$ cat src/hdl/rpwc_pkg.sv
package rpwc_pkg;

    localparam int CHAN_W  = 3;
    localparam int DATA_W  = 16;
    localparam int STAMP_W = 32;

    localparam int CHANNELS_DEF = 5;
    localparam int FRONT_DEPTH  = 2;
    localparam int OUT_DEPTH    = 4;

    localparam logic [DATA_W-1:0] ACCEPT_MIN_RST = 16'd800;
    localparam logic [DATA_W-1:0] ACCEPT_MAX_RST = 16'd2200;
    localparam logic [DATA_W-1:0] VALID_MIN_RST  = 16'd900;
    localparam logic [DATA_W-1:0] VALID_MAX_RST  = 16'd2100;
    localparam logic [DATA_W-1:0] TIMEOUT_RST    = 16'd100;

    typedef enum logic [2:0] {
        CFG_ACCEPT_MIN = 3'd0,
        CFG_ACCEPT_MAX = 3'd1,
        CFG_VALID_MIN  = 3'd2,
        CFG_VALID_MAX  = 3'd3,
        CFG_TIMEOUT    = 3'd4
    } t_cfg_reg;

    // One classified input transaction, as queued between front and back.
    typedef struct packed {
        logic              is_tick;
        logic              in_range;
        logic              rising;
        logic [CHAN_W-1:0] chan;
        logic [DATA_W-1:0] cap;
    } t_op;

    typedef struct packed {
        logic [CHAN_W-1:0] chan;
        logic [DATA_W-1:0] width_us;
        logic              chan_valid;
        logic              all_valid;
    } t_report;

endpackage

$ cat src/hdl/rpwc_fifo.sv
module rpwc_fifo #(
    parameter int WIDTH = 8,
    parameter int DEPTH = 2
) (
    input  logic                         i_clk,
    input  logic                         i_rst_n,
    input  logic                         i_push,
    input  logic [WIDTH-1:0]             i_data,
    output logic                         o_full,
    input  logic                         i_pop,
    output logic                         o_empty,
    output logic [WIDTH-1:0]             o_data,
    output logic [$clog2(DEPTH+1)-1:0]   o_count
);

    // DEPTH must be a power of two so that the pointers wrap by themselves; the block does not check it.
    localparam int AW = (DEPTH > 1) ? $clog2(DEPTH) : 1;
    localparam int CW = $clog2(DEPTH+1);

    logic [WIDTH-1:0] r_mem [DEPTH];
    logic [AW-1:0]    r_wptr;
    logic [AW-1:0]    r_rptr;
    logic [CW-1:0]    r_count;
    logic             wr;
    logic             rd;

    assign o_full  = (r_count == CW'(DEPTH));
    assign o_empty = (r_count == '0);
    assign o_data  = r_mem[r_rptr];
    assign o_count = r_count;
    assign wr      = i_push && !o_full;
    assign rd      = i_pop && !o_empty;

    always_ff @(posedge i_clk) begin
        if (wr) begin
            r_mem[r_wptr] <= i_data;
        end
    end

    always_ff @(posedge i_clk) begin
        if (!i_rst_n) begin
            r_wptr  <= '0;
            r_rptr  <= '0;
            r_count <= '0;
        end else begin
            if (wr) begin
                r_wptr <= r_wptr + AW'(1);
            end
            if (rd) begin
                r_rptr <= r_rptr + AW'(1);
            end
            case ({wr, rd})
                2'b10:   r_count <= r_count + CW'(1);
                2'b01:   r_count <= r_count - CW'(1);
                default: r_count <= r_count;
            endcase
        end
    end

endmodule

$ cat src/hdl/rpwc_front.sv
module rpwc_front #(
    parameter int CHANNELS = rpwc_pkg::CHANNELS_DEF
) (
    input  logic                        i_clk,
    input  logic                        i_rst_n,
    input  logic                        i_push,
    output logic                        o_full,
    input  logic                        i_req_type,
    input  logic [rpwc_pkg::CHAN_W-1:0] i_channel,
    input  logic                        i_pin_level,
    input  logic [rpwc_pkg::DATA_W-1:0] i_capture_count,
    output logic                        o_op_valid,
    output rpwc_pkg::t_op               o_op,
    input  logic                        i_op_take
);

    rpwc_pkg::t_op op_in;
    logic          empty;

    always_comb begin
        op_in.is_tick  = i_req_type;
        op_in.in_range = ({1'b0, i_channel} < (rpwc_pkg::CHAN_W+1)'(CHANNELS));
        op_in.rising   = i_pin_level;
        op_in.chan     = i_channel;
        op_in.cap      = i_capture_count;
    end

    rpwc_fifo #(
        .WIDTH ($bits(rpwc_pkg::t_op)),
        .DEPTH (rpwc_pkg::FRONT_DEPTH)
    ) u_queue (
        .i_clk   (i_clk),
        .i_rst_n (i_rst_n),
        .i_push  (i_push),
        .i_data  (op_in),
        .o_full  (o_full),
        .i_pop   (i_op_take),
        .o_empty (empty),
        .o_data  (o_op),
        .o_count ()
    );

    assign o_op_valid = !empty;

endmodule

$ cat src/hdl/rpwc_back.sv
module rpwc_back #(
    parameter int CHANNELS = rpwc_pkg::CHANNELS_DEF
) (
    input  logic                                     i_clk,
    input  logic                                     i_rst_n,
    input  logic                                     i_cfg_wr_en,
    input  logic [2:0]                               i_cfg_index,
    input  logic [rpwc_pkg::DATA_W-1:0]              i_cfg_wr_data,
    input  logic                                     i_op_valid,
    input  rpwc_pkg::t_op                            i_op,
    output logic                                     o_op_take,
    input  logic [$clog2(rpwc_pkg::OUT_DEPTH+1)-1:0] i_out_count,
    input  logic                                     i_out_full,
    output logic                                     o_rep_valid,
    output rpwc_pkg::t_report                        o_rep
);

    localparam int CW = $clog2(rpwc_pkg::OUT_DEPTH+1);
    localparam int DW = rpwc_pkg::DATA_W;
    localparam int SW = rpwc_pkg::STAMP_W;
    localparam int NW = rpwc_pkg::CHAN_W;

    logic [DW-1:0] r_accept_min;
    logic [DW-1:0] r_accept_max;
    logic [DW-1:0] r_valid_min;
    logic [DW-1:0] r_valid_max;
    logic [DW-1:0] r_timeout;

    logic [DW-1:0] r_rise  [CHANNELS];
    logic [DW-1:0] r_width [CHANNELS];
    logic [SW-1:0] r_stamp [CHANNELS];
    logic [SW-1:0] r_now;

    logic          r_pend;
    logic [NW-1:0] r_pend_chan;
    logic          r_pend_range;

    logic [DW-1:0]       cur_rise;
    logic [DW-1:0]       n_width;
    logic                n_fits;
    logic [CHANNELS-1:0] ok;
    logic [DW-1:0]       sel_width;
    logic                sel_ok;

    // A transaction is taken only when the result queue has room for it and
    // for the report still in flight.
    assign o_op_take = i_op_valid && ((i_out_count + CW'(r_pend)) < CW'(rpwc_pkg::OUT_DEPTH));

    always_comb begin
        cur_rise = '0;
        for (int i = 0; i < CHANNELS; i++) begin
            if (i_op.chan == NW'(i)) begin
                cur_rise = r_rise[i];
            end
        end
        n_width = i_op.cap - cur_rise;
        n_fits  = (n_width >= r_accept_min) && (n_width <= r_accept_max);
    end

    always_ff @(posedge i_clk) begin
        if (!i_rst_n) begin
            r_accept_min <= rpwc_pkg::ACCEPT_MIN_RST;
            r_accept_max <= rpwc_pkg::ACCEPT_MAX_RST;
            r_valid_min  <= rpwc_pkg::VALID_MIN_RST;
            r_valid_max  <= rpwc_pkg::VALID_MAX_RST;
            r_timeout    <= rpwc_pkg::TIMEOUT_RST;
        end else if (i_cfg_wr_en) begin
            case (rpwc_pkg::t_cfg_reg'(i_cfg_index))
                rpwc_pkg::CFG_ACCEPT_MIN: r_accept_min <= i_cfg_wr_data;
                rpwc_pkg::CFG_ACCEPT_MAX: r_accept_max <= i_cfg_wr_data;
                rpwc_pkg::CFG_VALID_MIN:  r_valid_min  <= i_cfg_wr_data;
                rpwc_pkg::CFG_VALID_MAX:  r_valid_max  <= i_cfg_wr_data;
                rpwc_pkg::CFG_TIMEOUT:    r_timeout    <= i_cfg_wr_data;
                default: ;
            endcase
        end
    end

    always_ff @(posedge i_clk) begin
        if (!i_rst_n) begin
            for (int i = 0; i < CHANNELS; i++) begin
                r_rise[i]  <= '0;
                r_width[i] <= '0;
                r_stamp[i] <= '0;
            end
            r_now  <= '0;
            r_pend <= 1'b0;
        end else begin
            r_pend <= o_op_take;
            if (o_op_take && i_op.is_tick) begin
                r_now <= r_now + SW'(1);
            end
            // Only a channel below CHANNELS can match, so out-of-range edges fall through.
            for (int i = 0; i < CHANNELS; i++) begin
                if (o_op_take && !i_op.is_tick && (i_op.chan == NW'(i))) begin
                    if (i_op.rising) begin
                        r_rise[i] <= i_op.cap;
                    end else if (n_fits) begin
                        r_width[i] <= n_width;
                        r_stamp[i] <= r_now;
                    end
                end
            end
        end
    end

    always_ff @(posedge i_clk) begin
        if (o_op_take) begin
            r_pend_chan  <= i_op.chan;
            r_pend_range <= i_op.in_range;
        end
    end

    // The report is built in the cycle after the transaction is taken, from the updated state.
    always_comb begin
        sel_width = '0;
        sel_ok    = 1'b0;
        for (int i = 0; i < CHANNELS; i++) begin
            ok[i] = (r_width[i] >= r_valid_min) && (r_width[i] <= r_valid_max)
                    && ((r_now - r_stamp[i]) <= {{(SW-DW){1'b0}}, r_timeout});
            if (r_pend_chan == NW'(i)) begin
                sel_width = r_width[i];
                sel_ok    = ok[i];
            end
        end
        o_rep.chan       = r_pend_chan;
        o_rep.width_us   = r_pend_range ? sel_width : '0;
        o_rep.chan_valid = r_pend_range && sel_ok;
        o_rep.all_valid  = &ok;
    end

    assign o_rep_valid = r_pend;

`ifndef NO_ASSERTIONS
    a_room_for_report: assert property (@(posedge i_clk) disable iff (!i_rst_n)
        o_rep_valid |-> !i_out_full)
        else $error("report written into a full result queue");

    a_tick_advances: assert property (@(posedge i_clk) disable iff (!i_rst_n)
        (o_op_take && i_op.is_tick) |=> (r_now == $past(r_now) + SW'(1)))
        else $error("millisecond count did not advance on a tick");

    a_edge_keeps_time: assert property (@(posedge i_clk) disable iff (!i_rst_n)
        (o_op_take && !i_op.is_tick) |=> $stable(r_now))
        else $error("millisecond count moved on an edge transaction");

    a_range_report: assert property (@(posedge i_clk) disable iff (!i_rst_n)
        (o_rep_valid && !r_pend_range) |-> (!o_rep.chan_valid && (o_rep.width_us == '0)))
        else $error("out-of-range channel reported a width or validity");
`endif

endmodule

$ cat src/hdl/rc_pulse_width_capture.sv
// Channel   Direction  Handshake                 Payload
// input     in         push / full               i_req_type, i_channel, i_pin_level,
//                                                i_capture_count
// result    out        empty / pop               o_report_channel, o_width_us,
//                                                o_channel_valid, o_all_valid
// config    in         i_cfg_wr_en               i_cfg_index, i_cfg_wr_data
//
// One transaction is accepted per cycle while full is low; its result passes the input queue,
// the state update and the result queue to reach the result ports, and pops when pop is high.
// Without result stalls, the back-end state update sets the sustained rate of one per cycle.
// Reset is synchronous and active low; it clears both queues, all channel state and the
// millisecond count, and loads the register reset values.
// Stalls on the result side fill the result queue, then the input queue, then raise full.
module rc_pulse_width_capture #(
    parameter int CHANNELS = rpwc_pkg::CHANNELS_DEF
) (
    input  logic                        i_clk,
    input  logic                        i_rst_n,
    input  logic                        push,
    output logic                        full,
    input  logic                        i_req_type,
    input  logic [rpwc_pkg::CHAN_W-1:0] i_channel,
    input  logic                        i_pin_level,
    input  logic [rpwc_pkg::DATA_W-1:0] i_capture_count,
    output logic                        empty,
    input  logic                        pop,
    output logic [rpwc_pkg::CHAN_W-1:0] o_report_channel,
    output logic [rpwc_pkg::DATA_W-1:0] o_width_us,
    output logic                        o_channel_valid,
    output logic                        o_all_valid,
    input  logic                        i_cfg_wr_en,
    input  logic [2:0]                  i_cfg_index,
    input  logic [rpwc_pkg::DATA_W-1:0] i_cfg_wr_data
);

    localparam int CW = $clog2(rpwc_pkg::OUT_DEPTH+1);

    logic              op_valid;
    rpwc_pkg::t_op     op;
    logic              op_take;
    logic [CW-1:0]     out_count;
    logic              out_full;
    logic              rep_valid;
    rpwc_pkg::t_report rep;
    rpwc_pkg::t_report head;

    rpwc_front #(
        .CHANNELS (CHANNELS)
    ) u_front (
        .i_clk           (i_clk),
        .i_rst_n         (i_rst_n),
        .i_push          (push),
        .o_full          (full),
        .i_req_type      (i_req_type),
        .i_channel       (i_channel),
        .i_pin_level     (i_pin_level),
        .i_capture_count (i_capture_count),
        .o_op_valid      (op_valid),
        .o_op            (op),
        .i_op_take       (op_take)
    );

    rpwc_back #(
        .CHANNELS (CHANNELS)
    ) u_back (
        .i_clk         (i_clk),
        .i_rst_n       (i_rst_n),
        .i_cfg_wr_en   (i_cfg_wr_en),
        .i_cfg_index   (i_cfg_index),
        .i_cfg_wr_data (i_cfg_wr_data),
        .i_op_valid    (op_valid),
        .i_op          (op),
        .o_op_take     (op_take),
        .i_out_count   (out_count),
        .i_out_full    (out_full),
        .o_rep_valid   (rep_valid),
        .o_rep         (rep)
    );

    rpwc_fifo #(
        .WIDTH ($bits(rpwc_pkg::t_report)),
        .DEPTH (rpwc_pkg::OUT_DEPTH)
    ) u_result_queue (
        .i_clk   (i_clk),
        .i_rst_n (i_rst_n),
        .i_push  (rep_valid),
        .i_data  (rep),
        .o_full  (out_full),
        .i_pop   (pop),
        .o_empty (empty),
        .o_data  (head),
        .o_count (out_count)
    );

    assign o_report_channel = head.chan;
    assign o_width_us       = head.width_us;
    assign o_channel_valid  = head.chan_valid;
    assign o_all_valid      = head.all_valid;

endmodule
$ cat config.mk
export PLATFORM = sky130hd
export DESIGN_NAME = rc_pulse_width_capture
export DESIGN_NICKNAME = d
export VERILOG_FILES = /design/src/hdl/rpwc_pkg.sv /design/src/hdl/rpwc_fifo.sv /design/src/hdl/rpwc_front.sv /design/src/hdl/rpwc_back.sv /design/src/hdl/rc_pulse_width_capture.sv
export SDC_FILE = /design/constraint.sdc
export NUM_CORES = 1
export LEC_CHECK = 0
export BUFFER_PORTS_ARGS = -buffer_cell sky130_fd_sc_hd__buf_4
export CAP_MARGIN = 20
export CORE_ASPECT_RATIO = 2
export CORE_UTILIZATION = 50
export CTS_BUF_LIST = sky130_fd_sc_hd__clkbuf_8
export DETAILED_ROUTE_END_ITERATION = 6
export PLACE_DENSITY = 0.69
export SLEW_MARGIN = 40
export SYNTH_ARGS = -nofsm -noshare
export SYNTH_HDL_FRONTEND = slang
export SYNTH_SLANG_ARGS = --single-unit
$ cat constraint.sdc
create_clock -name i_clk -period 8.75 [get_ports i_clk]
set_clock_uncertainty 0.2 [all_clocks]
set_input_delay 0.875 -clock i_clk [delete_from_list [all_inputs] [get_ports i_clk]]
set_output_delay 0.875 -clock i_clk [all_outputs]
set_load 0.1 [all_outputs]
# After elaboration in Yosys (flattened, before gate mapping)
# Memories as Yosys holds them, arrays and structs flattened. A register that Yosys moved wholly into a read port is not among the register bits.
# Cells that the tools add are included.
[op_classes] add_sub_neg=16 mul=0 div_mod_pow=0 order_cmp=19 eq_ne=18 shift=0 n_mux=75 bitwise=15 n_reduce_logical=42
[ops] cell="two-way mux 16 bit" n=21
[ops] cell="<= comparator 32 x 16 -> 1 bit" n=5
[ops] cell="two-way mux 32 bit" n=5
[ops] cell="subtractor 32 bit" n=5
[ops] cell=">= comparator 16 bit" n=6
[ops] cell="<= comparator 16 bit" n=6
[ops] cell="two-way mux 1 bit" n=45
[ops] cell="adder 32 x 1 -> 32 bit, second input constant" n=1
[ops] cell="logical AND 1 bit" n=24
[ops] cell="equality test 3 x 2 -> 1 bit, second input constant" n=6
[ops] cell="subtractor 16 bit" n=1
[ops] cell="OR 1 bit" n=15
[ops] cell="equality test 3 bit, second input constant" n=4
[ops] cell="zero test 3 bit" n=4
[ops] cell="AND reduction 2 bit" n=5
[ops] cell="equality test 3 x 1 -> 1 bit, second input constant" n=3
[ops] cell="adder 2 x 1 -> 2 bit, second input constant" n=3
[ops] cell="equality test 2 bit, second input constant" n=3
[ops] cell="< comparator 3 bit, second input constant" n=2
[ops] cell="case mux 3 bit (2 select lines)" n=1
[ops] cell="zero test 1 bit" n=5
[ops] cell="AND reduction 5 bit" n=1
[ops] cell="equality test 2 x 1 -> 1 bit, second input constant" n=2
[ops] cell="two-way mux 2 bit" n=2
[ops] cell="8 further kinds" n=10
[totals] regBits=128 latch_bits=0 ram_bits=448 rom_bits=0 in_bits=45 word_cells=205 n_memories=5
[memory_table] name="u_back.r_stamp" depth=5 width=32 rd=5 rd_clocked_by_memory_dff=0 write_ports=5 line_no="rpwc_back.sv:31" text="logic [SW-1:0] r_stamp [CHANNELS];"
[memory_table] name="u_result_queue.r_mem" depth=4 width=21 rd=1 rd_clocked_by_memory_dff=1 write_ports=1 line_no="rpwc_fifo.sv:20" text="logic [WIDTH-1:0] r_mem [DEPTH];"
[memory_table] name="u_back.r_rise" depth=5 width=16 rd=5 rd_clocked_by_memory_dff=0 write_ports=5 line_no="rpwc_back.sv:29" text="logic [DW-1:0] r_rise [CHANNELS];"
[memory_table] name="u_back.r_width" depth=5 width=16 rd=5 rd_clocked_by_memory_dff=0 write_ports=5 line_no="rpwc_back.sv:30" text="logic [DW-1:0] r_width [CHANNELS];"
[memory_table] name="u_front.u_queue.r_mem" depth=2 width=22 rd=1 rd_clocked_by_memory_dff=1 write_ports=1 line_no="rpwc_fifo.sv:20"

# Longest topological paths before layout
[logic_depth] word_depth=15 mapped_depth=32 ltp_nobuf=30

# By module
# From an unflattened synthesis, not the netlist that was laid out.
[unflattened] cells_unflattened=3598 area_unflattened_um2=37332.1
[modules_own_cells] module="rpwc_back" n_inst=1 cells_each=3339 area_per_inst_um2=31985.7 seq_area_each_um2=11991.5
[modules_own_cells] module="rpwc_fifo at u_result_queue" n_inst=1 cells_each=163 area_per_inst_um2=3522.1 seq_area_each_um2=2702.6
[modules_own_cells] module="rpwc_fifo at u_front.u_queue" n_inst=1 cells_each=94 area_per_inst_um2=1815.5 seq_area_each_um2=1421.4
[modules_own_cells] module="rpwc_front" n_inst=1 cells_each=2 area_per_inst_um2=8.8 seq_area_each_um2=0.0

# Worst setup path before layout
# No wires, ideal clock.
[synth_path] path_type="flip-flop to flip-flop" start="register with a tool-made name" end="memory u_back.r_stamp[0][64] (netlist bit) (enable)" setup_ns=0.407 arrival_time_ns=7.305 required_time_ns=8.143 setup_slack_ns=0.838 stages_incl_launch_ff=32 synth_period_minus_slack_ns=7.912 path_cell_list="dfxtp_1 clkbuf_1 mux2i_1 inv_1 clkbuf_1 clkbuf_1 o21ai_0 a22oi_1 o22ai_1 ha_1 inv_1 fa_1 a21o_1 a21oi_1 o21bai_1 a21oi_1 o21bai_1 a21oi_1 o21ai_0 or4_1 a31o_2 a21oi_1 xnor2_1 ha_1 nand3_1 or2_2 nor2_1 a21oi_1 a211oi_1 and2_1 nand3_1 nand2_1"
[synth_rtl] element="end, declared" line_no="rpwc_back.sv:31"

==> metrics.log <==
[metrics] CTS Hold Bufs: 0
[metrics] area growth from synthesis to layout: 8.61%
[metrics] first-pass iteration count of the detailed router: 6
[metrics] nets in the synthesized netlist: 4050
[metrics] CTS tree: yes
[metrics] count of routing violations after the opening detailed-route iteration: 1755
[metrics] final period utilization: 92.0%
[metrics] worst hold slack: 0.151 ns
[metrics] Synth Cell Area: 37100 um2
[metrics] global-route usage over all layers: 32.4%
[metrics] average size of a mapped cell: 10.5 um2
[metrics] wire per inst: 26.5 um
[metrics] Top delay family on crit path: compound AO/OA/AOI/OAI gates
[metrics] commonest register cell after synthesis: sky130_fd_sc_hd__edfxtp_1
[metrics] Worst Path Required: 9.08 ns
[metrics] worst min-delay path category: in2reg
[metrics] async set-or-reset flop fraction in the synthesized netlist: 0%
[metrics] crit path buf inv count: 5
[metrics] final count of hold timing violations: 0
[metrics] starting utilization of the core area: 50.8%
[metrics] global route total overflow: 0
[metrics] max_slew headroom: 39.4%
[metrics] clock slew at reported path FFs: 0.07 ns
[metrics] worst reg2reg path endpoint: u_back.r_stamp[0][154]
[metrics] clock tree root buffer cell: sky130_fd_sc_hd__clkbuf_8
[metrics] maximum VDD drop: 0.263 mV
[metrics] number of cells traversed by the worst hold path: 1
[metrics] Endpoint, Worst Hold: u_front.u_queue.r_mem[1][11]
[metrics] clock insertion delay at the later pin of the skew report: 0.71 ns
[metrics] row cnt: 140
[metrics] vias in the first global route: 29400
[metrics] Final nets: 4131
[metrics] clock sinks: 579
[metrics] global-route wire length before repair: 178000 um
[metrics] area of all placed cells without fillers: 40300 um2
[metrics] most prevalent standard cell on the critical path: sky130_fd_sc_hd__a21oi_1
[metrics] number of buffers created by CTS: 74
[metrics] I/O pin count: 68
[metrics] H-tree level count: 3
[metrics] Floorplan Core Area: 73000 um2
[metrics] fin crit period: 8.05 ns
[metrics] maximum clock frequency: 0.124 GHz
[metrics] yosys synthesis warning count: 0
[metrics] largest fanout on the critical path: 24
[metrics] highest-count cells in the layout ignoring fill and taps: sky130_fd_sc_hd__edfxtp_1, sky130_fd_sc_hd__ha_1, sky130_fd_sc_hd__inv_1
[metrics] y dimension of the die: 387 um
[metrics] Leakage Power: 16.3 nW
[metrics] post-synthesis instance total: 3549
[metrics] Total Power: 8.46 mW
[metrics] RSZ-0062 raised after global routing: no
[metrics] FF+latch count, synth: 579
[metrics] post-detailed-placement half-perimeter wirelength: 94600 um
[metrics] min-delay src: i_capture_count[11]
[metrics] clock tree buffer depth: 3
[metrics] most common library cell in the layout ignoring fill and taps: sky130_fd_sc_hd__edfxtp_1
[metrics] Max Transition Viols Final: 0
[metrics] share of final-layout standard cells stronger than drive strength 1: 8.89%
[metrics] width of the die: 195 um
[metrics] number of filler cells placed in the layout: 6345
[metrics] DRC viols: 0
[metrics] slew at the pin closest to its max-slew limit: 0.907 ns
[metrics] final antenna-violating net count: 0
[metrics] summed negative setup slack over all endpoints: 0 ns
[metrics] largest stage delay on the critical path: 0.63 ns
[metrics] areal power density over the cells: 210 nW/um2
[metrics] number of max-capacitance violations reported: 0
[metrics] worst r2r path cells: 30
[metrics] R2R Setup Slk: 0.70 ns
[metrics] number of synthesized flops with an enable pin: 452
[metrics] pin count of the biggest net entering global routing: 104
[metrics] arrival time reported for the critical path endpoint: 8.39 ns
[metrics] crit end category: flip-flop
[metrics] cell area after placement: 38800 um2
[metrics] number of buffers inserted to repair setup after CTS: 0
[metrics] final wirelength: 122000 um
[metrics] number of failing setup endpoints in the final timing report: 0
[metrics] initial antenna violation count: 5
[metrics] number of distinct standard cells referenced by the synthesized netlist: 89
[metrics] outcome: complete, no violations
[metrics] Slowest cell on crit path: sky130_fd_sc_hd__a21boi_4
[metrics] routability-driven placement congestion ratio: 1.00
[metrics] detailed-route vias per instance: 6.17
[metrics] total via count after detailed routing: 28500
[metrics] Startpoint Class: flip-flop
[metrics] die outline area: 75400 um2
[metrics] post_cts resized: 0
[metrics] sequential-to-total area share from yosys stat: 43.4%
[metrics] kind of critical path: reg2reg
[metrics] I/O Buffers: 67
## where the power goes
part           total, mW  internal [mW]  switching (mW)  leakage, nW
Combinational       3.12           1.08            2.04         9.98
Sequential          3.33           3.22           0.117         5.55
Clock               2.00          0.968            1.03        0.809
Total               8.46           5.26            3.19         16.3
## layer usage
layer	global-route usage, %	wire, um	up-vias
met1	27.6	37500	13700
met2	61.1	65100	988
met3	5.41	5400	522
met5	0	28	-
met4	32.9	14100	4
li1	-	-	13300
## through the flow
stage	utilization [%]	std cells	setup WS [ns]
after detailed placement	53.2	4476	0.728
after global routing	55.2	4612	0.129
after CTS	55.1	4610	0.675
final	55.2	4612	0.696
after floorplan	-	3549	0.838
after global placement	53.1	4476	0.838
## cells by family after synthesis
group           Yosys count  synth area share, %
simple gates            961                 13.0
compound gates          883                 15.9
flops                   579                 43.4
fa+ha+maj               456                 15.5
buf+inv                 424                 4.31
xor+xnor                154                 3.64
mux                      92                 4.23
## state kept, by name (all words and copies together), names as in the netlist, 16 cells and up, named ones only
signal,cells
u_back.r_accept_max,16
u_result_queue.r_mem,84
u_back.r_stamp,160
u_back.r_now,32
u_back.r_width,80
u_back.r_valid_max,16
u_back.r_rise,80
u_back.r_timeout,16
u_back.r_valid_min,16
u_back.r_accept_min,16
u_front.u_queue.r_mem,44
## worst max-delay path by stage
stage	start	to	slack (ns)	depth (start not counted)
2_1_floorplan	flip-flop	u_back.r_stamp[0][64]	0.84	31
3_3_place_gp	flip-flop	u_back.r_stamp[0][34]	0.84	31
3_5_place_dp	flip-flop	u_back.r_stamp[0][32]	0.73	31
4_1_cts	flip-flop	u_back.r_stamp[0][90]	0.67	30
5_1_grt	flip-flop	u_back.r_stamp[0][42]	0.13	31
6_report	flip-flop	u_back.r_stamp[0][154]	0.70	30
## area by class of cell
class	instances	area [um2]	area share, %
repair buffers	108	890	2.21
inverters	321	1200	2.99
clock inverters	54	347	0.860
diodes	1	2.50	0.00621
well taps	923	1150	2.87
clock buffers	80	1100	2.73
flip-flops and latches	579	16100	40.0
multi-input cells	2546	19500	48.3
## cells in the mapped netlist (30+ instances only)
library cell | count | area share, %
sky130_fd_sc_hd__inv_1 | 320 | 3.2
sky130_fd_sc_hd__edfxtp_1 | 452 | 37
sky130_fd_sc_hd__a21oi_1 | 221 | 3.0
sky130_fd_sc_hd__a21boi_0 | 95 | 1.9
sky130_fd_sc_hd__and2_1 | 95 | 1.6
sky130_fd_sc_hd__nand4_1 | 71 | 1.2
sky130_fd_sc_hd__nand3_1 | 70 | 0.94
sky130_fd_sc_hd__o21ai_0 | 151 | 2.0
sky130_fd_sc_hd__clkbuf_1 | 93 | 0.94
sky130_fd_sc_hd__nand2_1 | 308 | 3.1
sky130_fd_sc_hd__xor2_1 | 53 | 1.3
sky130_fd_sc_hd__nor2b_1 | 61 | 1.0
sky130_fd_sc_hd__a211oi_1 | 30 | 0.61
sky130_fd_sc_hd__mux4_2 | 50 | 3.0
sky130_fd_sc_hd__nor3_1 | 51 | 0.69
sky130_fd_sc_hd__ha_1 | 449 | 15
sky130_fd_sc_hd__o21a_1 | 43 | 0.87
sky130_fd_sc_hd__xnor2_1 | 101 | 2.4
sky130_fd_sc_hd__dfxtp_1 | 127 | 6.9
sky130_fd_sc_hd__a21o_1 | 92 | 1.9
sky130_fd_sc_hd__o211ai_1 | 36 | 0.73
sky130_fd_sc_hd__nand2b_1 | 44 | 0.74
sky130_fd_sc_hd__nor2_1 | 153 | 1.5
Power figures use the tool's default switching activity.
